### config.mk
export PLATFORM = sky130hd
export DESIGN_NAME = utf8_codepoint_decoder
export DESIGN_NICKNAME = d
export VERILOG_FILES = /design/src/utf8cd_pkg.sv /design/src/utf8_codepoint_decoder.sv
export SDC_FILE = /design/constraint.sdc
export NUM_CORES = 1
export LEC_CHECK = 0
export BUFFER_PORTS_ARGS = -buffer_cell sky130_fd_sc_hd__buf_4
export CAP_MARGIN = 15
export CELL_PAD_IN_SITES_DETAIL_PLACEMENT = 2
export CELL_PAD_IN_SITES_GLOBAL_PLACEMENT = 2
export CORE_AREA = 2 2 111 113
export DETAILED_ROUTE_END_ITERATION = 8
export DIE_AREA = 0 0 113 115
export HOLD_SLACK_MARGIN = 0.12
export PLACE_DENSITY_LB_ADDON = 0.1
export SYNTH_ARGS = -nofsm -noshare
export SYNTH_HDL_FRONTEND = slang
export SYNTH_SLANG_ARGS = --single-unit
### constraint.sdc
create_clock -name clk -period 2.51 [get_ports clk]
set_input_delay 0.502 -clock clk [delete_from_list [all_inputs] [get_ports clk]]
set_output_delay 0.502 -clock clk [all_outputs]
set_load 0.01 [all_outputs]
### src/utf8cd_pkg.sv
// utf8cd_pkg: shared types and constants of the UTF-8 code point decoder.
// No dependencies; used by utf8_codepoint_decoder.
package utf8cd_pkg;

	localparam int unsigned CpW      = 21;
	localparam int unsigned ByteW    = 8;
	localparam int unsigned HoldN    = 3;
	localparam int unsigned ResN     = 4;
	localparam int unsigned ResCntW  = 3;

	localparam logic [7:0] LeadMask2 = 8'h1F;
	localparam logic [7:0] LeadMask3 = 8'h0F;
	localparam logic [7:0] LeadMask4 = 8'h07;
	localparam logic [7:0] ContMask  = 8'h3F;

	typedef struct packed {
		logic [CpW-1:0] cp;
		logic           fb;
	} res_t;

endpackage

### src/utf8_codepoint_decoder.sv
// utf8_codepoint_decoder: streaming UTF-8 byte to code point decoder.
// Depends on utf8cd_pkg for result type and masks.
//
// One byte enters per item through an input register; the decode logic
// then fills a four-entry result register in one pass and the results
// leave one per cycle while out_ready is high, head first. A byte with
// at most one result passes from the input register to the result
// register, so plain text sustains one item per cycle while out_ready is
// high. A byte that releases an unfinished sequence yields up to four
// results; the next byte waits in the input register until they have
// left through the single output port. last_in_run marks the final result
// of each item; a held byte, or a terminator with nothing held, yields none.
module utf8_codepoint_decoder (
	input  logic        clk,
	input  logic        arst_n,
	input  logic        in_valid,
	output logic        in_ready,
	input  logic [7:0]  data_byte,
	output logic        out_valid,
	input  logic        out_ready,
	output logic [20:0] code_point,
	output logic        raw_fallback,
	output logic        last_in_run
);

	logic                                  valid_s1;
	logic [utf8cd_pkg::ByteW-1:0]          data_s1;
	logic [utf8cd_pkg::ByteW-1:0]          held_q [utf8cd_pkg::HoldN];
	logic [1:0]                            held_cnt_q;
	logic [1:0]                            need_q;
	utf8cd_pkg::res_t                      ent_q  [utf8cd_pkg::ResN];
	logic [utf8cd_pkg::ResCntW-1:0]        cnt_q;

	utf8cd_pkg::res_t                      res    [utf8cd_pkg::ResN];
	logic [utf8cd_pkg::ResCntW-1:0]        res_n;
	logic [1:0]                            held_cnt_d;
	logic [1:0]                            need_d;
	logic                                  hold_we;
	logic [1:0]                            hold_idx;
	logic [utf8cd_pkg::CpW-1:0]            dec_cp;
	logic                                  is_cont;
	logic                                  pop;
	logic                                  proc;

	assign out_valid    = (cnt_q != '0);
	assign pop          = out_valid && out_ready;
	assign proc         = valid_s1 && ((cnt_q == '0) || ((cnt_q == 3'd1) && out_ready));
	assign in_ready     = !valid_s1 || proc;
	assign code_point   = ent_q[0].cp;
	assign raw_fallback = ent_q[0].fb;
	assign last_in_run  = (cnt_q == 3'd1);

	assign is_cont = (data_s1[7:6] == 2'b10);

	always_comb begin
		case (held_cnt_q)
			2'd1: dec_cp = {10'd0, held_q[0][4:0], data_s1[5:0]};
			2'd2: dec_cp = {5'd0, held_q[0][3:0], held_q[1][5:0], data_s1[5:0]};
			2'd3: dec_cp = {held_q[0][2:0], held_q[1][5:0], held_q[2][5:0], data_s1[5:0]};
			default: dec_cp = '0;
		endcase
	end

	always_comb begin
		held_cnt_d = held_cnt_q;
		need_d     = need_q;
		hold_we    = 1'b0;
		hold_idx   = '0;
		res_n      = '0;
		for (int k = 0; k < utf8cd_pkg::ResN; k++) begin
			res[k] = '{cp: '0, fb: 1'b0};
		end
		if ((held_cnt_q != 2'd0) && is_cont) begin
			if (need_q <= 2'd1) begin
				res[0]     = '{cp: dec_cp, fb: 1'b0};
				res_n      = 3'd1;
				held_cnt_d = '0;
				need_d     = '0;
			end else begin
				hold_we    = 1'b1;
				hold_idx   = held_cnt_q;
				held_cnt_d = 2'(held_cnt_q + 2'd1);
				need_d     = 2'(need_q - 2'd1);
			end
		end else begin
			for (int i = 0; i < utf8cd_pkg::HoldN; i++) begin
				if (2'(i) < held_cnt_q) begin
					res[i] = '{cp: {13'd0, held_q[i]}, fb: 1'b1};
				end
			end
			res_n      = {1'b0, held_cnt_q};
			held_cnt_d = '0;
			need_d     = '0;
			if (data_s1 == 8'h00) begin
				res_n = {1'b0, held_cnt_q};
			end else if (!data_s1[7]) begin
				res[held_cnt_q] = '{cp: {13'd0, data_s1}, fb: 1'b0};
				res_n           = 3'({1'b0, held_cnt_q} + 3'd1);
			end else if (data_s1 inside {[8'hC0:8'hDF]}) begin
				hold_we    = 1'b1;
				held_cnt_d = 2'd1;
				need_d     = 2'd1;
			end else if (data_s1 inside {[8'hE0:8'hEF]}) begin
				hold_we    = 1'b1;
				held_cnt_d = 2'd1;
				need_d     = 2'd2;
			end else if (data_s1 inside {[8'hF0:8'hF7]}) begin
				hold_we    = 1'b1;
				held_cnt_d = 2'd1;
				need_d     = 2'd3;
			end else begin
				res[held_cnt_q] = '{cp: {13'd0, data_s1}, fb: 1'b1};
				res_n           = 3'({1'b0, held_cnt_q} + 3'd1);
			end
		end
	end

	// input register
	always_ff @(posedge clk or negedge arst_n) begin
		if (!arst_n) begin
			valid_s1 <= 1'b0;
		end else if (in_valid && in_ready) begin
			valid_s1 <= 1'b1;
		end else if (proc) begin
			valid_s1 <= 1'b0;
		end
	end

	always_ff @(posedge clk) begin
		if (in_valid && in_ready) begin
			data_s1 <= data_byte;
		end
	end

	// sequence state
	always_ff @(posedge clk or negedge arst_n) begin
		if (!arst_n) begin
			held_cnt_q <= '0;
			need_q     <= '0;
		end else if (proc) begin
			held_cnt_q <= held_cnt_d;
			need_q     <= need_d;
		end
	end

	always_ff @(posedge clk) begin
		if (proc && hold_we) begin
			held_q[hold_idx] <= data_s1;
		end
	end

	// result register: load on a processed item, else shift out on a take
	always_ff @(posedge clk or negedge arst_n) begin
		if (!arst_n) begin
			cnt_q <= '0;
		end else if (proc) begin
			cnt_q <= res_n;
		end else if (pop) begin
			cnt_q <= 3'(cnt_q - 3'd1);
		end
	end

	always_ff @(posedge clk) begin
		if (proc) begin
			for (int k = 0; k < utf8cd_pkg::ResN; k++) begin
				ent_q[k] <= res[k];
			end
		end else if (pop) begin
			for (int k = 0; k < utf8cd_pkg::ResN - 1; k++) begin
				ent_q[k] <= ent_q[k+1];
			end
		end
	end

endmodule

==> impl_metrics.py, run 1 <==
metrics = {
    "outcome": {
        "outcome": "finished with violations",
        "violations": "DRC",
    },
    "synthesis": {
        "synthCells": 326,
        "ys_warn_count": 0,
        "synth_top_area_cell": "edfxtp_1",
        "synth_edf_count": 81,
        "yosys-top-cells-area": "edfxtp_1 57%, dfrtp_1 4.7%, a221o_1 3.5%",
        "synth_most_common_cell": "edfxtp_1",
        "yosysSeqAreaShare": 0.620,
        "syn_avg_cell_area_um2": 13.0,
        "synth_fp_nets": 345,
        "yosys.area.top_type_share": 0.573,
        "synthFlopType": "edfxtp_1",
        "synth_common_cells": "81 x edfxtp_1, 25 x a21oi_1, 21 x nand2_1",
        "netlist_area_um2": 4240,
        "async_flop_share": 0.0899,
        "yosysUniqueCellTypes": 60,
        "ys_ff_latch": 89,
    },
    "critical_path": {
        "crit_path_end_kind": "flop",
        "critPathMaxFanout": 10,
        "path_cells": "inv_1 -> ha_1 -> or3b_1 -> or3_1 -> nor2_1",
        "critPathMaxStageDelay_ns": 0.57,
        "slowest_stage": "or3_1",
        "cp_num_buf_inv": 1,
        "required_ns": 2.67,
        "cp-start-kind": "flop",
        "critPathKind": "reg -> reg",
        "path_delay_family": "simple AND/OR/NAND/NOR gates",
        "cp.arrival_ns": 2.53,
    },
    "layout": {
        "antennaDiodeCount": 0,
        "syn_to_final_growth_pct": 20.8,
        "nNetsFinal": 402,
        "regArea_um2": 2630,
        "drive_gt1_frac": 0.256,
        "layout.cells.non_filler": 534,
        "final_core_util": 0.434,
        "nFillCells": 1215,
        "multiInputGateArea_um2": 1460,
    },
    "floorplanning": {
        "design.core.area_um2": 11800,
        "rows": 40,
        "ioPinCount": 37,
        "die-area_um2": 13000,
        "dieHeight_um": 115,
        "die_w_um": 113,
        "start_util": 0.359,
    },
    "pwr": {
        "irDropWorstVdd_uv": 481,
        "p_per_area_nw_per_um2": 1110,
        "leakage_nw": 1.88,
    },
    "sta": {
        "fin_skew_ns": 0.00758,
        "setup_viol": 0,
        "setup_tns_ns": 0,
        "post-route-min-period_ns": 2.37,
        "slew_violations": 0,
        "layout_worst_path_cycle_share": 0.945,
        "max_freq_mhz": 422,
        "slew_headroom": 0.589,
        "tightest_slew_ns": 0.617,
        "rsz0062_at_grt": "false",
        "finalHoldViolCount": 0,
    },
    "global_routing": {
        "grtUsageTotal": 0.212,
        "grt.overflow.total": 0,
        "grt_max_degree": 41,
        "grt_pass1_vias": 3286,
        "antenna_found_initial": 0,
        "grt_pass1_wl_um": 19900,
    },
    "clock_tree": {
        "clock-sinks": 89,
        "cts_tree": "built",
        "worstSkewPairLatency_ns": 0.36,
        "hold_buffers": 1,
        "clockBufferDepth": 2,
        "post_cts_buffers": 0,
        "cts-htree-levels": 3,
        "path_clk_slew_ns": 0.06,
        "numCtsBuffers": 9,
        "postCtsResizedCells": 0,
        "cts_root_buf": "clkbuf_16",
    },
    "placement": {
        "portBuffers": 36,
        "place_inst": 518,
        "dp_hpwl_um": 9220,
        "place_congestion": 0.788,
    },
    "route": {
        "via_count": 3040,
        "wire_per_inst_um": 24.3,
        "drtAntennaViolNets": 0,
        "firstDrtPassIters": 8,
        "via_per_inst": 5.69,
        "drtIter0Drc": 195,
        "drc": 2,
        "wirelength_um": 13000,
    },
    "job": {
        "drv_cap": 0,
    },
    "worst_hold_path": {
        "hold_path_class": "in -> reg",
    },
}
## final cells by class
cell class	instances	share of cell area
multi-input combinational	205	0.284
inverter	10	0.00732
tap	147	0.0359
clock buffer	12	0.0461
timing repair buffer	68	0.105
sequential	89	0.513
clock inverter	3	0.00829
## flip-flops by register name, indices dropped and copies added, names as in the netlist
signal	flops
cnt_q	3
held_cnt_q	2
ent_q	49
data_s1	8
need_q	2
held_q	24
valid_s1	1
## logic make-up after synthesis
kind of cell | after synthesis | share of synthesized area
buffers and inverters | 32 | 0.0377
multiplexers | 6 | 0.0147
AND/OR/NAND/NOR | 96 | 0.128
adder cells (fa/ha/maj) | 7 | 0.0206
AO/OA/AOI/OAI | 95 | 0.176
flip-flops | 89 | 0.620
XOR/XNOR | 1 | 0.00206
## final timing paths
kind	from	to	slack [ns]	cells past startpoint
worst min-delay path	data_byte[7]	data_s1[7]	0.32	1
worst max-delay path	held_cnt_q[0]	ent_q[0][16]	0.14	5
worst max register to register	held_cnt_q[0]	ent_q[0][16]	0.14	5
worst min register to register	ent_q[1][0]	ent_q[0][0]	0.53	2
max in group asynchronous	arst_n	held_cnt_q[0]	1.88	2
min in group asynchronous	arst_n	cnt_q[2]	0.50	2
## metrics by stage
stage	power, mW	setup WS, ns	hold WS, ns	area (µm²)
after floorplan	3.51	0.101	0.206	4250
after global placement	4.35	0.270	0.336	4840
after detailed placement	4.41	0.136	0.333	4840
after CTS	5.76	0.113	0.308	5130
after global routing	6.00	0.0195	0.315	5130
final	5.69	0.138	0.324	5130
## cells in the final DEF (no fill, tap or decap), types with 3 or more instances in the layout
cell type  count
a2111oi_2      4
a21oi_1       25
a221o_1       15
a22o_1         5
a22oi_1       10
a32o_1         3
and2_1        10
and3_1         8
and4_1         3
buf_4         65
clkbuf_1       3
clkbuf_16      9
clkinv_1       3
dfrtp_1        8
edfxtp_1      81
ha_1           7
inv_1          8
mux2i_1        4
nand2_1       21
nand2b_1       3
nand3_1        4
nor2_1        20
nor2b_1        4
nor3_1         6
nor4_1         4
nor4_2         3
o21ai_0       10
## layer usage
layer / routed length (µm) / vias to the layer above / global-route usage
met5: 0 / - / 0
met4: 316 / 0 / 0.0935
met3: 604 / 17 / 0.0343
met2: 6560 / 81 / 0.363
met1: 5520 / 1551 / 0.266
li1: - / 1391 / -
## where the power goes
part | switching (mW) | leakage (nW) | internal (mW)
clock network | 0.553 | 0.134 | 0.765
registers | 0.221 | 0.893 | 2.22
logic | 1.15 | 0.849 | 0.775
total | 1.93 | 1.88 | 3.76
## worst reg2reg max path: stages (launching register included)
cell and delay (ns):
dfrtp_1 0.44, inv_1 0.14, ha_1 0.23, or3b_1 0.49
or3_1 0.58, nor2_1 0.30
Note: power is estimated with default switching activity, not from simulation.
==> run 2, diff against run 1 <==
CELL_PAD_IN_SITES_DETAIL_PLACEMENT = not set   (was 2)
CELL_PAD_IN_SITES_GLOBAL_PLACEMENT = not set   (was 2)
CORE_AREA = 2 2 92 94   (was 2 2 111 113)
DIE_AREA = 0 0 94 96   (was 0 0 113 115)
PLACE_DENSITY = 0.75   (was not set)
PLACE_DENSITY_LB_ADDON = not set   (was 0.1)
TNS_END_PERCENT = 20   (was not set)
==> run 2 against run 1 <==
The flow now finishes without violations. First-iteration DRC count is 46% higher. Via count shrank 0.66%. Sequential share of layout area rose by 2.1 points. Fmax grew 0.49%. Power shrank 9.7%.
==> impl_metrics.py, run 2 (synthesized netlist as in run 1, its figures left out) <==
metrics = {
    "route": {
        "drtAntennaViolNets": 0,
        "drc": 0,
        "firstDrtPassIters": 5,
        "drtIter0Drc": 284,
        "via_count": 3020,
        "via_per_inst": 6.20,
        "wire_per_inst_um": 19.9,
        "wirelength_um": 9700,
    },
    "clock_tree": {
        "path_clk_slew_ns": 0.09,
        "cts_tree": "built",
        "clock-sinks": 89,
        "cts-htree-levels": 3,
        "cts_root_buf": "clkbuf_8",
        "clockBufferDepth": 2,
        "worstSkewPairLatency_ns": 0.37,
        "numCtsBuffers": 9,
        "postCtsResizedCells": 0,
    },
    "critical_path": {
        "r2r_cells": 5,
        "cp.arrival_ns": 2.57,
        "rr_startpoint": "held_cnt_q[0]",
        "slowest_stage": "or3b_1",
        "critPathMaxFanout": 12,
        "cp-start-kind": "flop",
        "critPathMaxStageDelay_ns": 0.58,
        "critPathKind": "reg -> reg",
        "path_cells": "inv_1 -> ha_1 -> or3b_1 -> or3_1 -> o211ai_1",
        "r2r_end": "ent_q[0][7]",
        "crit_path_end_kind": "flop",
        "reg2reg_setup_slack_ns": 0.15,
        "required_ns": 2.72,
    },
    "worst_hold_path": {
        "min_to": "data_s1[7]",
        "hp-start": "data_byte[7]",
        "hold_path_depth": 1,
        "hold_path_class": "in -> reg",
    },
    "floorplanning": {
        "rows": 33,
        "die-area_um2": 9020,
        "die_w_um": 94,
        "dieHeight_um": 96,
        "start_util": 0.527,
        "ioPinCount": 37,
        "design.core.area_um2": 8050,
    },
    "layout": {
        "mostFrequentLayoutCell": "edfxtp_1",
        "layout.cells.non_filler": 487,
        "antennaDiodeCount": 0,
        "drive_gt1_frac": 0.254,
        "regMostFlops": "ent_q",
        "regArea_um2": 2630,
        "final_core_util": 0.612,
        "top_regs": "ent_q x49, held_q x24, data_s1 x8",
        "nFillCells": 639,
        "nNetsFinal": 396,
        "mostFrequentLayoutCells": "81 x edfxtp_1, 60 x buf_4, 25 x a21oi_1",
        "largest_reg_flops": 49,
        "syn_to_final_growth_pct": 16.0,
        "multiInputGateArea_um2": 1460,
    },
    "job": {
        "drv_cap": 0,
    },
    "placement": {
        "place_inst": 470,
        "portBuffers": 36,
        "dp_hpwl_um": 6800,
        "place_congestion": 0.925,
    },
    "pwr": {
        "p_per_area_nw_per_um2": 1040,
        "power_mw": 5.14,
        "leakage_nw": 1.79,
        "irDropWorstVdd_uv": 475,
    },
    "global_routing": {
        "grt_pass1_wl_um": 15100,
        "grt_max_degree": 26,
        "grtUsageTotal": 0.229,
        "grt_pass1_vias": 2872,
        "grt.overflow.total": 0,
        "antenna_found_initial": 0,
    },
    "sta": {
        "layout_worst_path_cycle_share": 0.940,
        "slew_headroom": 0.491,
        "setup_tns_ns": 0,
        "max_freq_mhz": 424,
        "holdWs_ns": 0.305,
        "rsz0062_at_grt": "false",
        "fin_skew_ns": 0.0106,
        "tightest_slew_ns": 0.763,
        "finalHoldViolCount": 0,
        "slew_violations": 0,
        "post-route-min-period_ns": 2.36,
        "setup_viol": 0,
    },
    "outcome": {
        "outcome": "finished, final reports clean",
    },
}
[run 2: cell count changes in the layout (fill, tap and decap cells not counted)]
cell	delta
buf_12	-1
buf_4	-5
bufinv_16	-1
clkbuf_1	-2
clkbuf_16	-9
clkbuf_8	+9
clkinv_1	-1
clkinv_4	+1
clkinv_8	+1
clkinvlp_4	+3
o21ai_0	+1
o21ai_1	-1
[run 2: how the worst max path moves through the flow]
stage                       start            to  slack [ns]  cells past startpoint
CTS                 held_cnt_q[0]   ent_q[0][7]        0.16                      5
global route        held_cnt_q[0]   ent_q[0][7]       0.003                      5
floorplan           held_cnt_q[1]  held_q[0][0]        0.10                      8
detailed placement  held_cnt_q[0]   ent_q[0][7]        0.18                      5
global placement    held_cnt_q[0]   ent_q[0][7]        0.29                      5
finish              held_cnt_q[0]   ent_q[0][7]        0.15                      5
[run 2: what timing repair did]
action,CTS,global route
hold buffers,1,0
hold endpoints to repair,8,0
setup buffers,0,0
[run 2: cell type report]
type                    instances  share of cell area
flip-flops and latches         89               0.535
multi-input cells             205               0.296
repair buffers                 62              0.0976
well taps                     105              0.0267
clock buffers                  10              0.0259
clock inverters                 6              0.0114
inverters                      10             0.00762
[run 2: report_power, final]
part	switching, mW	total (mW)	internal [mW]
combinational	1.04	1.78	0.743
sequential	0.210	2.43	2.22
clock	0.558	0.929	0.371
[run 2: routing by layer]
| metal | routed length [µm] | vias up | global-route usage |
|---|---|---|---|
| met1 | 4040 | 1441 | 0.293 |
| met2 | 4570 | 164 | 0.363 |
| met3 | 778 | 32 | 0.0587 |
| li1 | - | 1383 | - |
| met5 | 0 | - | 0 |
| met4 | 314 | 0 | 0.118 |
[run 2: worst max-delay path: cells and delay by family, from the launching register on]
kind | cells | cell delay, ns
AOI/OAI and AO/OA | 1 | 0.25
adders and majority gates | 1 | 0.23
and+or+nand+nor | 2 | 1.15
DFF | 1 | 0.44
buffers and inverters | 1 | 0.13
[run 2: per-stage QoR]
| step | setup slack [ns] | area, µm² |
|---|---|---|
| after global placement | 0.286 | 4730 |
| after global routing | 0.00260 | 4920 |
| after floorplan | 0.101 | 4250 |
| final | 0.150 | 4920 |
| after detailed placement | 0.182 | 4730 |
| after CTS | 0.160 | 4920 |
==> run 3, diff against run 2 <==
BUFFER_PORTS_ARGS = -buffer_cell sky130_fd_sc_hd__buf_2   (was -buffer_cell sky130_fd_sc_hd__buf_4)
==> run 3 against run 2 <==
Global-route usage is essentially flat. Setup slack gained 0.016 ns. Final cell count grew 0.62%. Critical path depth is the same. Count of clock-buffer cells in the layout shrank 1. Non-clock buffer count grew 3. Clock skew grew 0.0034 ns. Flip-flop and latch count is the same. Wire length grew 0.40%.
==> impl_metrics.py, run 3 (synthesized netlist as in run 1, its figures left out) <==
metrics = {
    "outcome": {
        "outcome": "finished, final reports clean",
    },
    "floorplanning": {
        "start_util": 0.527,
        "dieHeight_um": 96,
        "design.core.area_um2": 8050,
        "die-area_um2": 9020,
        "ioPinCount": 37,
        "rows": 33,
        "die_w_um": 94,
    },
    "placement": {
        "dp_hpwl_um": 6880,
        "dpl_cell_area_um2": 4650,
        "place_congestion": 0.919,
        "dpl_worst_slack_ns": 0.137,
        "portBuffers": 36,
        "place_inst": 473,
    },
    "critical_path": {
        "reg2reg_setup_slack_ns": 0.17,
        "critPathKind": "reg -> reg",
        "cp.arrival_ns": 2.60,
        "r2r_end": "cnt_q[2]",
        "crit_path_end_kind": "flop",
        "cp_num_buf_inv": 1,
        "path_delay_family": "simple AND/OR/NAND/NOR gates",
        "rr_startpoint": "held_cnt_q[0]",
        "startpoint": "held_cnt_q[0]",
        "critPathMaxStageDelay_ns": 0.59,
        "path_cells": "inv_1 -> ha_1 -> or3b_1 -> and4_1 -> a221o_1",
        "slowest_stage": "or3b_1",
        "required_ns": 2.76,
        "critPathMaxFanout": 12,
        "cp-start-kind": "flop",
        "r2r_cells": 5,
    },
    "job": {
        "drv_cap": 0,
    },
    "route": {
        "drtAntennaViolNets": 0,
        "wire_per_inst_um": 19.9,
        "via_count": 3061,
        "drc": 0,
        "wirelength_um": 9740,
        "firstDrtPassIters": 4,
        "drtIter0Drc": 384,
        "via_per_inst": 6.25,
    },
    "clock_tree": {
        "cts_root_buf": "clkbuf_8",
        "post_cts_buffers": 0,
        "numCtsBuffers": 9,
        "worstSkewPairLatency_ns": 0.37,
        "path_clk_slew_ns": 0.10,
        "clock-sinks": 89,
        "cts-htree-levels": 3,
        "clockBufferDepth": 2,
        "cts_tree": "built",
    },
    "layout": {
        "layout.cells.non_filler": 490,
        "top_regs": "ent_q x49, held_q x24, data_s1 x8",
        "nFillCells": 657,
        "antennaDiodeCount": 0,
        "largest_reg_flops": 49,
        "fin_area_um2": 4860,
        "mostFrequentLayoutCells": "81 x edfxtp_1, 36 x buf_2, 28 x buf_4",
        "regMostFlops": "ent_q",
        "drive_gt1_frac": 0.268,
        "nNetsFinal": 399,
        "syn_to_final_growth_pct": 14.5,
        "mostFrequentLayoutCell": "edfxtp_1",
        "final_core_util": 0.604,
    },
    "pwr": {
        "leakage_nw": 1.80,
        "irDropWorstVdd_uv": 520,
        "p_per_area_nw_per_um2": 1050,
        "power_mw": 5.10,
    },
    "global_routing": {
        "grt.overflow.total": 0,
        "grt_max_degree": 22,
        "grtUsageTotal": 0.230,
        "grt_pass1_wl_um": 15400,
        "grt_pass1_vias": 2833,
        "antenna_found_initial": 0,
    },
    "sta": {
        "holdWs_ns": 0.302,
        "setup_tns_ns": 0,
        "max_freq_mhz": 427,
        "layout_worst_path_cycle_share": 0.934,
        "slew_headroom": 0.593,
        "finalHoldViolCount": 0,
        "post-route-min-period_ns": 2.34,
        "slew_violations": 0,
        "fin_skew_ns": 0.0140,
        "fin_ws_ns": 0.166,
        "setup_viol": 0,
        "tightest_slew_ns": 0.611,
        "rsz0062_at_grt": "false",
    },
    "worst_hold_path": {
        "min_to": "data_s1[7]",
        "hold_path_class": "in -> reg",
        "hold_path_depth": 1,
        "hp-start": "data_byte[7]",
    },
}
[run 3: cell types whose count changed in the layout (fill, tap and decap cells not counted), sizes merged]
| cell | previous run | this run |
|---|---|---|
| inv | 8 | 12 |
| buf | 61 | 64 |
| clkinvlp | 3 | 1 |
| clkbuf | 10 | 9 |
| clkinv | 5 | 4 |
[run 3: cell type report]
| type | instances | area (µm²) | share of cell area |
|---|---|---|---|
| timing repair buffer | 65 | 400 | 0.0824 |
| clock inverter | 7 | 70.1 | 0.0144 |
| inverter | 10 | 37.5 | 0.00772 |
| sequential | 89 | 2630 | 0.542 |
| tap | 105 | 131 | 0.0270 |
| clock buffer | 9 | 124 | 0.0255 |
| multi-input combinational | 205 | 1460 | 0.301 |
[run 3: repair_timing]
action / in CTS / in global routing
gates resized for setup: 0 / 2
hold buffers: 1 / 0
endpoints found under the setup margin: 0 / 9
hold endpoints to repair: 8 / 0
[run 3: how the worst max path moves through the flow]
| stage | endpoint | slack [ns] | cells past startpoint |
|---|---|---|---|
| finish | cnt_q[2] | 0.17 | 5 |
| global route | ent_q[0][4] | 0.10 | 6 |
| CTS | ent_q[0][7] | 0.10 | 5 |
| detailed placement | ent_q[0][7] | 0.14 | 6 |
| global placement | ent_q[0][7] | 0.22 | 6 |
| floorplan | held_q[0][0] | 0.10 | 8 |
[run 3: routing by layer]
layer  up-vias  global-route usage  routed length, µm
li1       1390                   -                  -
met1      1497               0.320               4120
met2       156               0.365               4670
met3        18              0.0376                758
met4         0              0.0882                196
met5         -                   0                  0
[run 3: where the power goes]
group,switching [mW],internal (mW)
Combinational,1.06,0.666
Clock,0.581,0.387
Sequential,0.189,2.21
Total,1.83,3.27
[run 3: worst register-to-register path, delay by kind of cell (launching register included)]
family | cells | cell delay, ns
flip-flops | 1 | 0.46
AO/OA/AOI/OAI | 1 | 0.38
adder cells (fa/ha/maj) | 1 | 0.27
buffers and inverters | 1 | 0.14
AND/OR/NAND/NOR | 2 | 0.97
